File: config.mk
export PLATFORM = sky130hd
export DESIGN_NAME = tcw_sequencer
export DESIGN_NICKNAME = d
export VERILOG_FILES = /design/src/rtl/tcw_pkg.sv /design/src/rtl/tcw_sequencer.sv
export SDC_FILE = /design/constraint.sdc
export NUM_CORES = 1
export LEC_CHECK = 0
export ABC_AREA = 1
export BUFFER_PORTS_ARGS = -buffer_cell sky130_fd_sc_hd__buf_2
export CAP_MARGIN = 25
export CORE_MARGIN = 10
export CORE_UTILIZATION = 37
export DETAILED_ROUTE_END_ITERATION = 12
export HOLD_SLACK_MARGIN = 0.1
export PLACE_DENSITY_LB_ADDON = 0.1
export SLEW_MARGIN = 20
export SYNTH_ARGS = -nofsm -noshare
export SYNTH_HDL_FRONTEND = slang
export SYNTH_SLANG_ARGS = --single-unit
File: constraint.sdc
create_clock -name clock -period 4.5 [get_ports clock]
set_input_delay 0.675 -clock clock [delete_from_list [all_inputs] [get_ports clock]]
set_output_delay 0.675 -clock clock [all_outputs]
set_load 0.02 [all_outputs]
File: src/rtl/tcw_pkg.sv
// Shared constants, codes and types of the text console character writer.
`timescale 1ns / 1ps
`default_nettype none

package tcw_pkg;

   // Screen geometry.
   localparam int unsigned COLUMNS    = 80;
   localparam int unsigned ROWS       = 25;
   localparam int unsigned CELL_COUNT = ROWS * COLUMNS;

   // Internal widths that follow from the geometry.
   localparam int unsigned ADDR_W = $clog2(CELL_COUNT);
   localparam int unsigned ROW_W  = (ROWS > 2) ? $clog2(ROWS) : 1;
   localparam int unsigned COL_W  = (COLUMNS > 2) ? $clog2(COLUMNS) : 1;

   // Field widths of the channels.
   localparam int unsigned ACTION_W     = 2;
   localparam int unsigned CHAR_W       = 8;
   localparam int unsigned COLOR_W      = 8;
   localparam int unsigned INDEX_W      = 11;
   localparam int unsigned CELL_W       = 16;
   localparam int unsigned CURSOR_ROW_W = 5;
   localparam int unsigned CURSOR_COL_W = 7;

   // Action codes.
   localparam logic [ACTION_W-1:0] ACT_PUT   = 2'd0;
   localparam logic [ACTION_W-1:0] ACT_READ  = 2'd1;
   localparam logic [ACTION_W-1:0] ACT_CLEAR = 2'd2;

   // Character codes with special meaning.
   localparam logic [CHAR_W-1:0] CHAR_BLANK   = 8'h20;
   localparam logic [CHAR_W-1:0] CHAR_NEWLINE = 8'h0A;
   localparam logic [CHAR_W-1:0] CHAR_RETURN  = 8'h0D;

   // One access to the cell store: one write port and one read port.
   typedef struct packed {
      logic              wr_en;
      logic [ADDR_W-1:0] wr_addr;
      logic [CELL_W-1:0] wr_data;
      logic              rd_en;
      logic [ADDR_W-1:0] rd_addr;
   } ram_cmd_type;

   // Finished item handed to the result register.
   typedef struct packed {
      logic             load;
      logic             read_hit;
      logic [ROW_W-1:0] row;
      logic [COL_W-1:0] col;
   } done_type;

endpackage

`default_nettype wire

File: src/rtl/tcw_sequencer.sv
// Control sequencer: cursor, item decode and the sweeps over the cell store.
`timescale 1ns / 1ps
`default_nettype none

module tcw_sequencer (
   input  wire logic                          clock,
   input  wire logic                          reset,
   input  wire logic                          req_valid,
   output      logic                          req_stall,
   input  wire logic [tcw_pkg::ACTION_W-1:0]  req_action,
   input  wire logic [tcw_pkg::CHAR_W-1:0]    req_char_code,
   input  wire logic [tcw_pkg::COLOR_W-1:0]   req_color,
   input  wire logic [tcw_pkg::INDEX_W-1:0]   req_cell_index,
   input  wire logic [tcw_pkg::CELL_W-1:0]    ram_rd_data,
   input  wire logic                          out_free,
   output      tcw_pkg::ram_cmd_type          ram_cmd,
   output      tcw_pkg::done_type             done
);
   import tcw_pkg::*;

   localparam logic [2:0] S_INIT   = 3'd0;
   localparam logic [2:0] S_IDLE   = 3'd1;
   localparam logic [2:0] S_SCROLL = 3'd2;
   localparam logic [2:0] S_DRAIN  = 3'd3;
   localparam logic [2:0] S_FILL   = 3'd4;
   localparam logic [2:0] S_DONE   = 3'd5;

   localparam logic [ADDR_W-1:0] ADDR_LAST   = ADDR_W'(CELL_COUNT - 1);
   localparam logic [ADDR_W-1:0] SCROLL_LAST = ADDR_W'(CELL_COUNT - COLUMNS - 1);
   localparam logic [ADDR_W-1:0] BOTTOM_ROW  = ADDR_W'(CELL_COUNT - COLUMNS);
   localparam logic [ADDR_W-1:0] ROW_STRIDE  = ADDR_W'(COLUMNS);
   localparam logic [ROW_W-1:0]  ROW_LAST    = ROW_W'(ROWS - 1);
   localparam logic [COL_W-1:0]  COL_LAST    = COL_W'(COLUMNS - 1);

   logic [2:0]        state_ff, state_in;
   logic [ADDR_W-1:0] cnt_ff, cnt_in;
   logic [ROW_W-1:0]  row_ff, row_in;
   logic [COL_W-1:0]  col_ff, col_in;
   logic              pend_ff, pend_in;
   logic [ADDR_W-1:0] pend_addr_ff, pend_addr_in;
   logic              read_hit_ff, read_hit_in;
   logic [CELL_W-1:0] fill_data_ff, fill_data_in;

   logic [ADDR_W-1:0] cursor_addr;
   logic              index_ok;
   logic              wrap;

   assign cursor_addr = ADDR_W'(int'(row_ff) * COLUMNS + int'(col_ff));
   assign index_ok    = int'(req_cell_index) < CELL_COUNT;
   assign wrap        = (req_char_code == CHAR_NEWLINE) || (col_ff == COL_LAST);
   assign req_stall   = (state_ff != S_IDLE);

   always_comb begin
      state_in     = state_ff;
      cnt_in       = cnt_ff;
      row_in       = row_ff;
      col_in       = col_ff;
      pend_in      = pend_ff;
      pend_addr_in = pend_addr_ff;
      read_hit_in  = read_hit_ff;
      fill_data_in = fill_data_ff;
      ram_cmd      = '0;
      done         = '0;
      done.read_hit = read_hit_ff;
      done.row      = row_ff;
      done.col      = col_ff;

      unique case (state_ff)
         S_INIT: begin
            ram_cmd.wr_en   = 1'b1;
            ram_cmd.wr_addr = cnt_ff;
            ram_cmd.wr_data = '0;
            if (cnt_ff == ADDR_LAST) begin
               state_in = S_IDLE;
            end else begin
               cnt_in = cnt_ff + 1'b1;
            end
         end
         S_IDLE: begin
            if (req_valid) begin
               read_hit_in  = 1'b0;
               fill_data_in = {req_color, CHAR_BLANK};
               cnt_in       = '0;
               pend_in      = 1'b0;
               state_in     = S_DONE;
               unique case (req_action)
                  ACT_PUT: begin
                     if (req_char_code != CHAR_RETURN) begin
                        if (req_char_code != CHAR_NEWLINE) begin
                           ram_cmd.wr_en   = 1'b1;
                           ram_cmd.wr_addr = cursor_addr;
                           ram_cmd.wr_data = {req_color, req_char_code};
                        end
                        if (!wrap) begin
                           col_in = col_ff + 1'b1;
                        end else begin
                           col_in = '0;
                           if (row_ff == ROW_LAST) begin
                              state_in = S_SCROLL;
                           end else begin
                              row_in = row_ff + 1'b1;
                           end
                        end
                     end
                  end
                  ACT_READ: begin
                     if (index_ok) begin
                        ram_cmd.rd_en   = 1'b1;
                        ram_cmd.rd_addr = ADDR_W'(req_cell_index);
                        read_hit_in     = 1'b1;
                     end
                  end
                  ACT_CLEAR: begin
                     row_in   = '0;
                     col_in   = '0;
                     state_in = S_FILL;
                  end
                  default: begin
                     state_in = S_DONE;
                  end
               endcase
            end
         end
         S_SCROLL: begin
            // Read one row ahead and write the word read last cycle.
            ram_cmd.rd_en   = 1'b1;
            ram_cmd.rd_addr = cnt_ff + ROW_STRIDE;
            ram_cmd.wr_en   = pend_ff;
            ram_cmd.wr_addr = pend_addr_ff;
            ram_cmd.wr_data = ram_rd_data;
            pend_in         = 1'b1;
            pend_addr_in    = cnt_ff;
            if (cnt_ff == SCROLL_LAST) begin
               state_in = S_DRAIN;
            end else begin
               cnt_in = cnt_ff + 1'b1;
            end
         end
         S_DRAIN: begin
            ram_cmd.wr_en   = 1'b1;
            ram_cmd.wr_addr = pend_addr_ff;
            ram_cmd.wr_data = ram_rd_data;
            pend_in         = 1'b0;
            cnt_in          = BOTTOM_ROW;
            state_in        = S_FILL;
         end
         S_FILL: begin
            ram_cmd.wr_en   = 1'b1;
            ram_cmd.wr_addr = cnt_ff;
            ram_cmd.wr_data = fill_data_ff;
            if (cnt_ff == ADDR_LAST) begin
               state_in = S_DONE;
            end else begin
               cnt_in = cnt_ff + 1'b1;
            end
         end
         S_DONE: begin
            if (out_free) begin
               done.load = 1'b1;
               state_in  = S_IDLE;
            end
         end
         default: begin
            state_in = S_IDLE;
         end
      endcase
   end

   always_ff @(posedge clock) begin
      if (reset) begin
         state_ff    <= S_INIT;
         cnt_ff      <= '0;
         row_ff      <= '0;
         col_ff      <= '0;
         pend_ff     <= 1'b0;
         read_hit_ff <= 1'b0;
      end else begin
         state_ff    <= state_in;
         cnt_ff      <= cnt_in;
         row_ff      <= row_in;
         col_ff      <= col_in;
         pend_ff     <= pend_in;
         read_hit_ff <= read_hit_in;
      end
   end

   always_ff @(posedge clock) begin
      pend_addr_ff <= pend_addr_in;
      fill_data_ff <= fill_data_in;
   end

`ifndef SYNTH
   a_cursor_in_screen: assert property (@(posedge clock) disable iff (reset)
      (int'(row_ff) < ROWS) && (int'(col_ff) < COLUMNS))
      else $error("cursor left the screen");

   a_idle_no_stray_write: assert property (@(posedge clock) disable iff (reset)
      (state_ff == S_IDLE && !req_valid) |-> !ram_cmd.wr_en)
      else $error("cell store written with no item");

   a_load_needs_room: assert property (@(posedge clock) disable iff (reset)
      done.load |-> out_free)
      else $error("result loaded over an untaken word");

   a_scroll_read_ahead: assert property (@(posedge clock) disable iff (reset)
      (state_ff == S_SCROLL && pend_ff) |->
         (ram_cmd.rd_addr == pend_addr_ff + ADDR_W'(COLUMNS + 1)))
      else $error("scroll read does not lead its write by one row");
`endif

endmodule

`default_nettype wire

==> run_results.csv, run 1 <==
group,metric,value,unit
clock_tree,cts_buffer_depth,2,
sta,hold_slack,0.485,ns
place,dpl.hpwl,8510,um
routing,drc,0,
routing,ant_nets,0,
pwr,internal-power,0.871,mW
pwr,p_sw_share,41.0,%
cells_and_area,area_growth,20.4,%
run_status,outcome,"completed",
cells_and_area,fin_cells,704,
cells_and_area,antenna_cells,0,
floorplanning,die_area,13500,um2
synthesis,yosysWarnings,0,
critical_path,cp_data_required_time,3.83,ns
critical_path,crit_type,"reg -> out",
sta,slew_headroom,40.2,%
cells_and_area,fin_nets,658,
floorplanning,ios,104,
grt,grt_pass1_wl,17000,um
routing,drtIter0Drc,224,
routing,wl_per_cell,15.1,um
sta,rsz0062_at_grt,"false",
sta,skew,0.0123,ns
clock_tree,clock_sinks,47,
synthesis,synth.yosys.seq_area_share,33.1,%
critical_path,cp.arrival,2.53,ns
place,dp_cells,695,
pwr,p_leak,1.98,nW
sta,slew_violations,0,
pwr,vdd_ir_drop_max,0.000169,V
synthesis,synth_seq_cells,47,
routing,viasPerCell,4.98,
grt,antenna_found_initial,0,
grt,groute.usage.overall,15.6,%
clock_tree,cts_max_level,2,
pwr,pwr_density_cell,359,nW/um2
critical_path,r2r_setup_slack,2.49,ns
pwr,clock_power_share,21.8,%
run,drv_cap,0,
place,port_buffers,103,
clock_tree,root_buffer,"clkbuf_8",
grt,grt.overflow.total,0,
clock_tree,path_clk_slew,0.10,ns
pwr,combinationalPowerShare,38.5,%
min_path,min_to,"pend_ff$_SDFFE_PP0P_",
min_path,min_path_cells,2,
pwr,power.total,1.48,mW
sta,finalHoldViolCount,0,
routing,routed_wl,10600,um
synthesis,netlist.area_leader.share,16.7,%
synthesis,yosysUniqueCellTypes,36,
min_path,hold_path.class,"reg -> reg",
synthesis,synth_top_area_cell,"edfxtp_1",
clock_tree,cts_buffers,5,
cells_and_area,drive_above_1_share,22.3,%
synthesis,syn_nets,560,
sta,worst_pin_slew,0.896,ns
min_path,min-delay-start,"pend_ff$_SDFFE_PP0P_",
critical_path,ff2ff_path_depth,9,
routing,vias,3507,
floorplanning,fp.dieW,116,um
clock_tree,cts_hold_buf,0,
cells_and_area,layout_common_cells,"nand2_1, buf_2, inv_1",
clock_tree,ctsResizeCount,0,
critical_path,worstPathMaxFanout,7,
sta,finalCritPeriodShare,71.3,%
sta,finalSetupTns,0,ns
sta,fin_crit,3.21,ns
critical_path,cp-end-kind,"output port",
critical_path,reg2reg_to,"cnt_ff[9]$_SDFFE_PP0P_",
critical_path,crit_path_start_kind,"flop",
clock_tree,postCtsSetupRepairBufs,0,
cells_and_area,final_common_cell,"nand2_1",
synthesis,ys_top_cells_by_area,"edfxtp_1, dfxtp_1, nand2_1",
sta,fmax,312,MHz
floorplanning,die_h,116,um
cells_and_area,utilization,45.2,%
synthesis,synth_area_per_cell,6.91,um2
grt,grt_pass1_vias,3406,
pwr,p_sw,0.605,mW
clock_tree,clk_latency,0.31,ns
critical_path,crit-reg2reg-launch,"state_ff[2]$_SDFFE_PP0P_",
sta,setup_viol,0,
synthesis,synth_cells,494,
pwr,pwr-share-seq,39.6,%
grt,grt_max_degree,30,
synthesis,synth.cell_area,3420,um2
clock_tree,cts_tree,"yes",
routing,drt_first_pass_iters,4,
floorplanning,core,9110,um2
floorplanning,start_util,37.5,%
floorplanning,rows,35,
place,place_congestion,0.896,
synthesized netlist by cell type:
master and instances:
ha_1 15, o211ai_1 12, clkbuf_1 3, dfxtp_1 28
o2bb2ai_1 1, a21o_1 1, nor2_1 53, xnor2_1 3
o21ai_2 1, fa_1 2, nor2_4 3, nand3_4 2
nand3_1 48, nand2_4 1, a21oi_1 21, nand3_2 1
buf_6 2, nor3_1 3, buf_2 6, buf_4 2
o21bai_1 4, a22o_1 1, edfxtp_1 19, nand2_2 3
o21ai_0 21, nor2_8 2, nand2_1 136, inv_1 62
a31oi_1 3, nor2_2 3, xor2_1 8, clkinv_1 1
o22ai_1 9, inv_2 4, o21ai_1 3, nand4_1 7
worst max-delay path, cell delays in order (launching register included):
cell and delay [ns]:
dfxtp_1 0.48, ha_1 0.28, ha_1 0.21, inv_1 0.07, fa_1 0.46, inv_1 0.10, nand3_1 0.09, nand3_1 0.09
nand2_1 0.05, o21bai_1 0.18, buf_2 0.20
registers in the layout (all words and copies together), names as in the netlist:
signal	cells
fill_data_ff	8
pend_ff	1
state_ff	3
pend_addr_ff	11
read_hit_ff	1
row_ff	5
col_ff	7
cnt_ff	11
power groups by stage:
stage	sequential, mW	combinational (mW)	clock (mW)
global placement	0.594	0.574	0
global route	0.599	0.630	0.350
finish	0.585	0.569	0.322
CTS	0.586	0.576	0.335
detailed placement	0.595	0.574	0
floorplan	0.571	0.406	0
layout make-up:
| class | count | area (um2) |
|---|---|---|
| well taps | 111 | 139 |
| clock inverters | 3 | 46.3 |
| multi-input cells | 367 | 1950 |
| fillers | 1004 | 4990 |
| clock buffers | 5 | 68.8 |
| repair buffers | 104 | 523 |
| flip-flops and latches | 47 | 1130 |
| inverters | 67 | 251 |
routing by layer:
metal  global-route usage [%]  vias up  part of all wire, %
met1                     19.2     1598                   43
met5                        0        -                    0
li1                         -     1818                    -
met4                     4.09        0                  1.3
met2                     26.8       83                   49
met3                     3.31        8                  6.6
per-stage QoR:
step | worst slack, ns | cell area, um2
2_1_floorplan | 1.67 | 3420
3_3_place_gp | 1.67 | 3990
3_5_place_dp | 1.62 | 3990
4_1_cts | 1.29 | 4110
5_1_grt | 1.08 | 4110
6_report | 1.29 | 4110
cells by family after synthesis:
kind of cell | share of synthesized area, %
AO/OA/AOI/OAI | 13.3
AND/OR/NAND/NOR | 34.4
adder cells (fa/ha/maj) | 6.67
flip-flops | 33.1
XOR/XNOR | 2.82
buffers and inverters | 9.67
worst max-delay path by stage:
| stage | from | endpoint | slack [ns] | cells after the start |
|---|---|---|---|---|
| 2_1_floorplan | row_ff[3]$_SDFFE_PP0P_ | ram_cmd[38] | 1.67 | 9 |
| 3_3_place_gp | row_ff[3]$_SDFFE_PP0P_ | ram_cmd[38] | 1.67 | 10 |
| 3_5_place_dp | req_valid | ram_cmd[9] | 1.62 | 6 |
| 4_1_cts | row_ff[2]$_SDFFE_PP0P_ | ram_cmd[38] | 1.29 | 10 |
| 5_1_grt | row_ff[2]$_SDFFE_PP0P_ | ram_cmd[38] | 1.08 | 10 |
| 6_report | row_ff[3]$_SDFFE_PP0P_ | ram_cmd[38] | 1.29 | 10 |
Power figures use the tool's default switching activity.
==> run 2: changes to the inputs <==
clock period = 2.7 ns   (was 4.5 ns; I/O delays follow)
==> run 2 against run 1 <==
Final area rose by 4.9%. Hold slack lost 0.20 ns. Sequential cell count unchanged. Power up 75%. Critical path type unchanged. Sequential share of layout area fell by 1.0 points. Clock skew is 0.0054 ns lower.
==> run_results.csv, run 2 (same netlist as run 1, synthesis figures left out) <==
group,metric,value,unit
run,drv_cap,0,
floorplanning,fp.dieW,116,um
sta,setup_ws,0.0110,ns
pwr,p_leak,2.05,nW
routing,routed_wl,10900,um
sta,slew_violations,0,
critical_path,worstPathMaxFanout,7,
grt,groute.usage.overall,16.1,%
floorplanning,ios,104,
routing,vias,3581,
clock_tree,root_buffer,"clkbuf_8",
cells_and_area,area_growth,26.4,%
grt,grt_pass1_wl,17400,um
routing,drtIter0Drc,254,
critical_path,cp.depth,8,
clock_tree,cts_tree,"yes",
sta,fmax,372,MHz
floorplanning,die_h,116,um
critical_path,crit_type,"reg -> out",
clock_tree,clk_latency,0.30,ns
critical_path,cp-end-kind,"output port",
clock_tree,path_clk_slew,0.10,ns
floorplanning,rows,35,
sta,finalCritPeriodShare,99.6,%
grt,grt_max_degree,26,
grt,antenna_found_initial,0,
place,dp_cells,705,
min_path,min_path_cells,1,
cells_and_area,reg.largest.list,"cnt_ff: 11 flops, pend_addr_ff: 11 flops, fill_data_ff: 8 flops",
place,port_buffers,103,
critical_path,cp.arrival,2.28,ns
critical_path,crit_path_start_kind,"flop",
pwr,vdd_ir_drop_max,0.000378,V
routing,ant_nets,0,
min_path,hold_path.class,"in -> reg",
cells_and_area,final_common_cell,"nand2_1",
sta,skew,0.00685,ns
grt,grt_pass1_vias,3555,
grt,grt.overflow.total,0,
sta,slew_headroom,72.0,%
clock_tree,cts_max_level,2,
place,place_congestion,0.875,
floorplanning,core,9110,um2
cells_and_area,regArea,1140,um2
routing,drc,0,
critical_path,ff2ff_path_depth,10,
critical_path,path_buf_inv,2,
critical_path,slowest_stage,"fa_2",
cells_and_area,fin_cells,716,
critical_path,cp_top_family,"adder cells",
routing,viasPerCell,5.00,
cells_and_area,drive_above_1_share,26.4,%
clock_tree,cts_buffers,5,
sta,rsz0062_at_grt,"true",
critical_path,cp_data_required_time,2.30,ns
floorplanning,die_area,13500,um2
cells_and_area,antenna_cells,0,
clock_tree,cts_hold_buf,0,
routing,wl_per_cell,15.2,um
run_status,outcome,"completed",
sta,setup_viol,0,
routing,drt_first_pass_iters,4,
place,dp_slack,0.170,ns
pwr,pwr_density_cell,600,nW/um2
clock_tree,cts_buffer_depth,2,
sta,finalSetupTns,0,ns
critical_path,crit_chain,"ha_4 > inv_1 > fa_2 > xnor2_2 > o21bai_1 > nand3_1 > o211ai_1 > buf_4",
critical_path,slowest_delay,0.41,ns
cells_and_area,multi_input_area,2030,um2
cells_and_area,fin_nets,670,
cells_and_area,nFillCells,971,
place,dpl.hpwl,8640,um
sta,finalHoldViolCount,0,
sta,worst_pin_slew,0.415,ns
cells_and_area,layout_common_cells,"nand2_1, buf_2, inv_1",
clock_tree,clock_sinks,47,
floorplanning,start_util,37.5,%
sta,fin_crit,2.69,ns
-- run 2: changes by cell type in the layout (fill, tap and decap cells not counted), moves of 3 or more --
| cell | change |
|---|---|
| buf_4 | +15 |
| dfxtp_1 | -6 |
| dfxtp_2 | +4 |
| ha_1 | -4 |
| ha_4 | +4 |
| buf_2 | -3 |
-- run 2: final cells by class --
cell class	count	area share, %
clock buffers	5	1.59
clock inverters	3	1.57
inverters	67	5.83
multi-input cells	367	46.9
flip-flops and latches	47	26.5
well taps	111	3.22
repair buffers	116	14.4
-- run 2: repair_timing --
action / in CTS / in global routing
setup endpoints to repair: 2 / 3
setup buffers: 1 / 2
hold endpoints to repair: 0 / 0
pin swaps: 6 / 4
gates resized for setup: 17 / 6
-- run 2: final timing paths --
path	from	endpoint	slack, ns
max	row_ff[2]$_SDFFE_PP0P_	ram_cmd[37]	0.01
min	req_color[4]	fill_data_ff[12]$_DFFE_PP_	0.29
max reg2reg	state_ff[2]$_SDFFE_PP0P_	cnt_ff[9]$_SDFFE_PP0P_	0.65
min reg2reg	read_hit_ff$_SDFFE_PP0P_	read_hit_ff$_SDFFE_PP0P_	0.47
-- run 2: power by group --
| part | leakage (nW) | total [mW] | internal (mW) | switching, mW |
|---|---|---|---|---|
| registers | 0.406 | 0.971 | 0.873 | 0.0976 |
| logic | 1.58 | 0.990 | 0.329 | 0.661 |
| clock network | 0.0644 | 0.629 | 0.370 | 0.259 |
-- run 2: through the flow --
stage	hold slack, ns	utilization (%)	power (mW)	area, um2
after floorplan	0.403	-	1.63	3420
after global placement	0.457	44.6	1.96	4070
after detailed placement	0.456	44.6	1.97	4070
after CTS	0.277	46.8	2.61	4260
after global routing	0.280	47.4	2.77	4320
final	0.287	47.4	2.59	4320
-- run 2: routing by layer --
layer | wire length [um] | global-route usage [%]
met5 | 0 | 0
met4 | 176 | 4.25
met3 | 514 | 3.16
met2 | 5400 | 28.5
met1 | 4810 | 19.3
==> run 3: changes to the inputs <==
ABC_AREA = default   (was 1)
CORE_ASPECT_RATIO = 1.2   (was default)
==> run 3 against run 2 <==
The flow now finishes with violations (setup timing). Die area is 4.0% lower. Via count is 7.5% lower. Global-route usage is 0.41 points lower. Combinational power is 90% lower. Sequential cell count stayed put. Critical path depth is 1 higher. Register-to-register slack worse by 0.40 ns. Sequential power is 23% lower. Sequential share of layout area is 0.72 points higher. Critical endpoint is now ram_cmd[36]. Largest power group is now sequential cells. Highest routed layer unchanged.
==> run_results.csv, run 3 <==
group,metric,value,unit
sta,hold_slack,0.300,ns
synthesis,post-synth-top-count-cell,"inv_1",
sta,fmax,348,MHz
cells_and_area,area_growth,29.1,%
place,dpl.hpwl,8310,um
sta,slew_violations,0,
grt,met1_usage,19.1,%
sta,finalSetupTns,-0.318,ns
synthesis,synth_cells,369,
critical_path,slowest_delay,0.45,ns
critical_path,cp.arrival,2.47,ns
floorplanning,start_util,37.9,%
cells_and_area,fin_nets,547,
clock_tree,root_buffer,"clkbuf_8",
pwr,vdd_ir_drop_max,0.000161,V
critical_path,crit_chain,"buf_4 > inv_1 > fa_1 > nor2b_2 > o21ai_1 > xnor2_2 > a222oi_1 > inv_1 > buf_6",
critical_path,crit_path_start_kind,"flop",
routing,routed_wl,10600,um
critical_path,cp_common_cell,"inv_1",
sta,finalCritPeriodShare,106,%
grt,antenna_found_initial,0,
clock_tree,cts_buffers,5,
synthesis,yosys-top-cells-count,"inv_1, a21oi_1, dfxtp_1",
synthesis,netlist.area_leader.share,17.6,%
cells_and_area,layout_common_cells,"buf_2, inv_1, nand2_1, a21oi_1, nor2_1",
place,dp_slack,0.0225,ns
synthesis,synth_area_per_cell,8.80,um2
synthesis,synth_top_area_cell,"edfxtp_1",
place,place_congestion,0.774,
clock_tree,clk_latency,0.29,ns
cells_and_area,antenna_cells,0,
synthesis,synth-main-ff-cell,"dfxtp_1",
run,drv_cap,0,
critical_path,cp-end-kind,"output port",
clock_tree,path_clk_slew,0.09,ns
synthesis,synth_seq_cells,47,
floorplanning,die_h,123,um
routing,ant_nets,0,
critical_path,cp_data_required_time,2.30,ns
routing,drtIter0Drc,203,
grt,grt_pass1_wl,16800,um
grt,grt_max_degree,31,
synthesis,synth.yosys.seq_area_share,34.8,%
sta,setup_ws,-0.171,ns
cells_and_area,reg.largest.list,"cnt_ff: 11 flops, pend_addr_ff: 11 flops, fill_data_ff: 8 flops",
clock_tree,clock_sinks,47,
grt,globalRouteMet2Util,26.9,%
synthesis,yosysWarnings,0,
pwr,pwr_density_cell,298,nW/um2
cells_and_area,drive_above_1_share,34.2,%
grt,grt.overflow.total,0,
floorplanning,die_area,12900,um2
sta,skew,0.00578,ns
synthesis,yosysUniqueCellTypes,63,
synthesis,syn_nets,435,
synthesis,synth_edf_count,19,
routing,drc,0,
sta,fin_crit,2.87,ns
routing,vias,3313,
clock_tree,cts_hold_buf,0,
clock_tree,cts_buffer_depth,2,
critical_path,worstPathMaxFanout,6,
min_path,hold_path.class,"in -> reg",
sta,finalHoldViolCount,0,
floorplanning,ios,104,
run_status,outcome,"finished, violations left",
grt,groute.usage.overall,15.7,%
clock_tree,cts_max_level,2,
floorplanning,rows,37,
floorplanning,core,8560,um2
sta,rsz0062_at_grt,"true",
critical_path,crit_type,"reg -> out",
run_status,violations,"setup timing",
routing,drt_first_pass_iters,7,
cells_and_area,final_common_cell,"buf_2",
routing,viasPerCell,5.53,
critical_path,slowest_stage,"fa_1",
floorplanning,fp.dieW,106,um
place,port_buffers,103,
synthesis,ys_top_cells_by_area,"edfxtp_1, dfxtp_1, ha_1",
sta,setup_viol,3,
clock_tree,cts_tree,"yes",
routing,wl_per_cell,17.8,um
critical_path,cp_top_family,"compound AO/OA/AOI/OAI gates",
sta,slew_headroom,64.9,%
grt,met3_usage,3.93,%
critical_path,path_buf_inv,4,
grt,top_usage_layer,"met2",
pwr,p_leak,1.86,nW
sta,worst_pin_slew,0.523,ns
synthesis,synth.cell_area,3250,um2
grt,grt_pass1_vias,3317,
synthesis,async_flop_share,0,%
==> run 3: worst reg2reg max path: cells and delay by family, from the launching register on <==
family                     cells  cell delay [ns]
AOI/OAI and AO/OA              3             1.14
and+or+nand+nor                2             0.46
DFF                            1             0.47
adders and majority gates      1             0.25
==> run 3: cell families after synthesis <==
group | Yosys count | synth area share [%]
adders and majority gates | 17 | 7.01
muxes | 4 | 1.27
DFF | 47 | 34.8
buffers and inverters | 51 | 6.51
and+or+nand+nor | 116 | 20.3
xor gates and xnor gates | 18 | 4.85
AOI/OAI and AO/OA | 116 | 25.2
==> run 3: metrics by stage <==
stage / instance area, um2 / power, mW / util, % / std cells
4_1_cts: 4120 / 1.26 / 48.1 / 597
2_1_floorplan: 3250 / 0.795 / - / 369
6_report: 4190 / 1.25 / 49.0 / 599
3_5_place_dp: 3980 / 0.856 / 46.5 / 589
5_1_grt: 4190 / 1.30 / 49.0 / 599
3_3_place_gp: 3980 / 0.855 / 46.5 / 589
==> run 3: what timing repair did <==
| action | 4_1_cts | 5_1_grt |
|---|---|---|
| pin swaps | 5 | 8 |
| setup endpoints to repair | 4 | 15 |
| buffers inserted | 0 | 2 |
| cloned | 0 | 0 |
| resized for setup | 16 | 12 |
==> run 3: per-layer routing <==
| layer | vias up | share of wire (%) | wire length (um) |
|---|---|---|---|
| li1 | 1614 | - | - |
| met1 | 1585 | 44 | 4710 |
| met2 | 108 | 48 | 5140 |
| met3 | 6 | 6.7 | 712 |
| met4 | 0 | 0.71 | 75 |
| met5 | - | 0 | 0 |
==> run 3: worst paths after layout <==
path | startpoint | endpoint | slack (ns) | depth (start not counted)
worst max register to register | cnt_ff[0]$_SDFFE_PP0P_ | cnt_ff[5]$_SDFFE_PP0P_ | 0.25 | 6
worst min register to register | pend_ff$_SDFFE_PP0P_ | pend_ff$_SDFFE_PP0P_ | 0.49 | 2
worst min-delay path | req_color[2] | fill_data_ff[10]$_DFFE_PP_ | 0.30 | 1
worst max-delay path | row_ff[1]$_SDFFE_PP0P_ | ram_cmd[36] | -0.17 | 9
==> run 3: area by class of cell <==
| type | instances | area, um2 |
|---|---|---|
| Tap cell | 117 | 146 |
| Clock buffer | 7 | 76.3 |
| Timing Repair Buffer | 127 | 711 |
| Clock inverter | 1 | 5.00 |
| Multi-Input combinational cell | 271 | 2000 |
| Inverter | 29 | 109 |
| Fill cell | 874 | 4370 |
| Sequential cell | 47 | 1140 |
==> run 3: power by group <==
group / internal (mW) / switching, mW
combinational: 0.0424 / 0.0525
clock: 0.182 / 0.228
sequential: 0.736 / 0.00677
total: 0.961 / 0.287
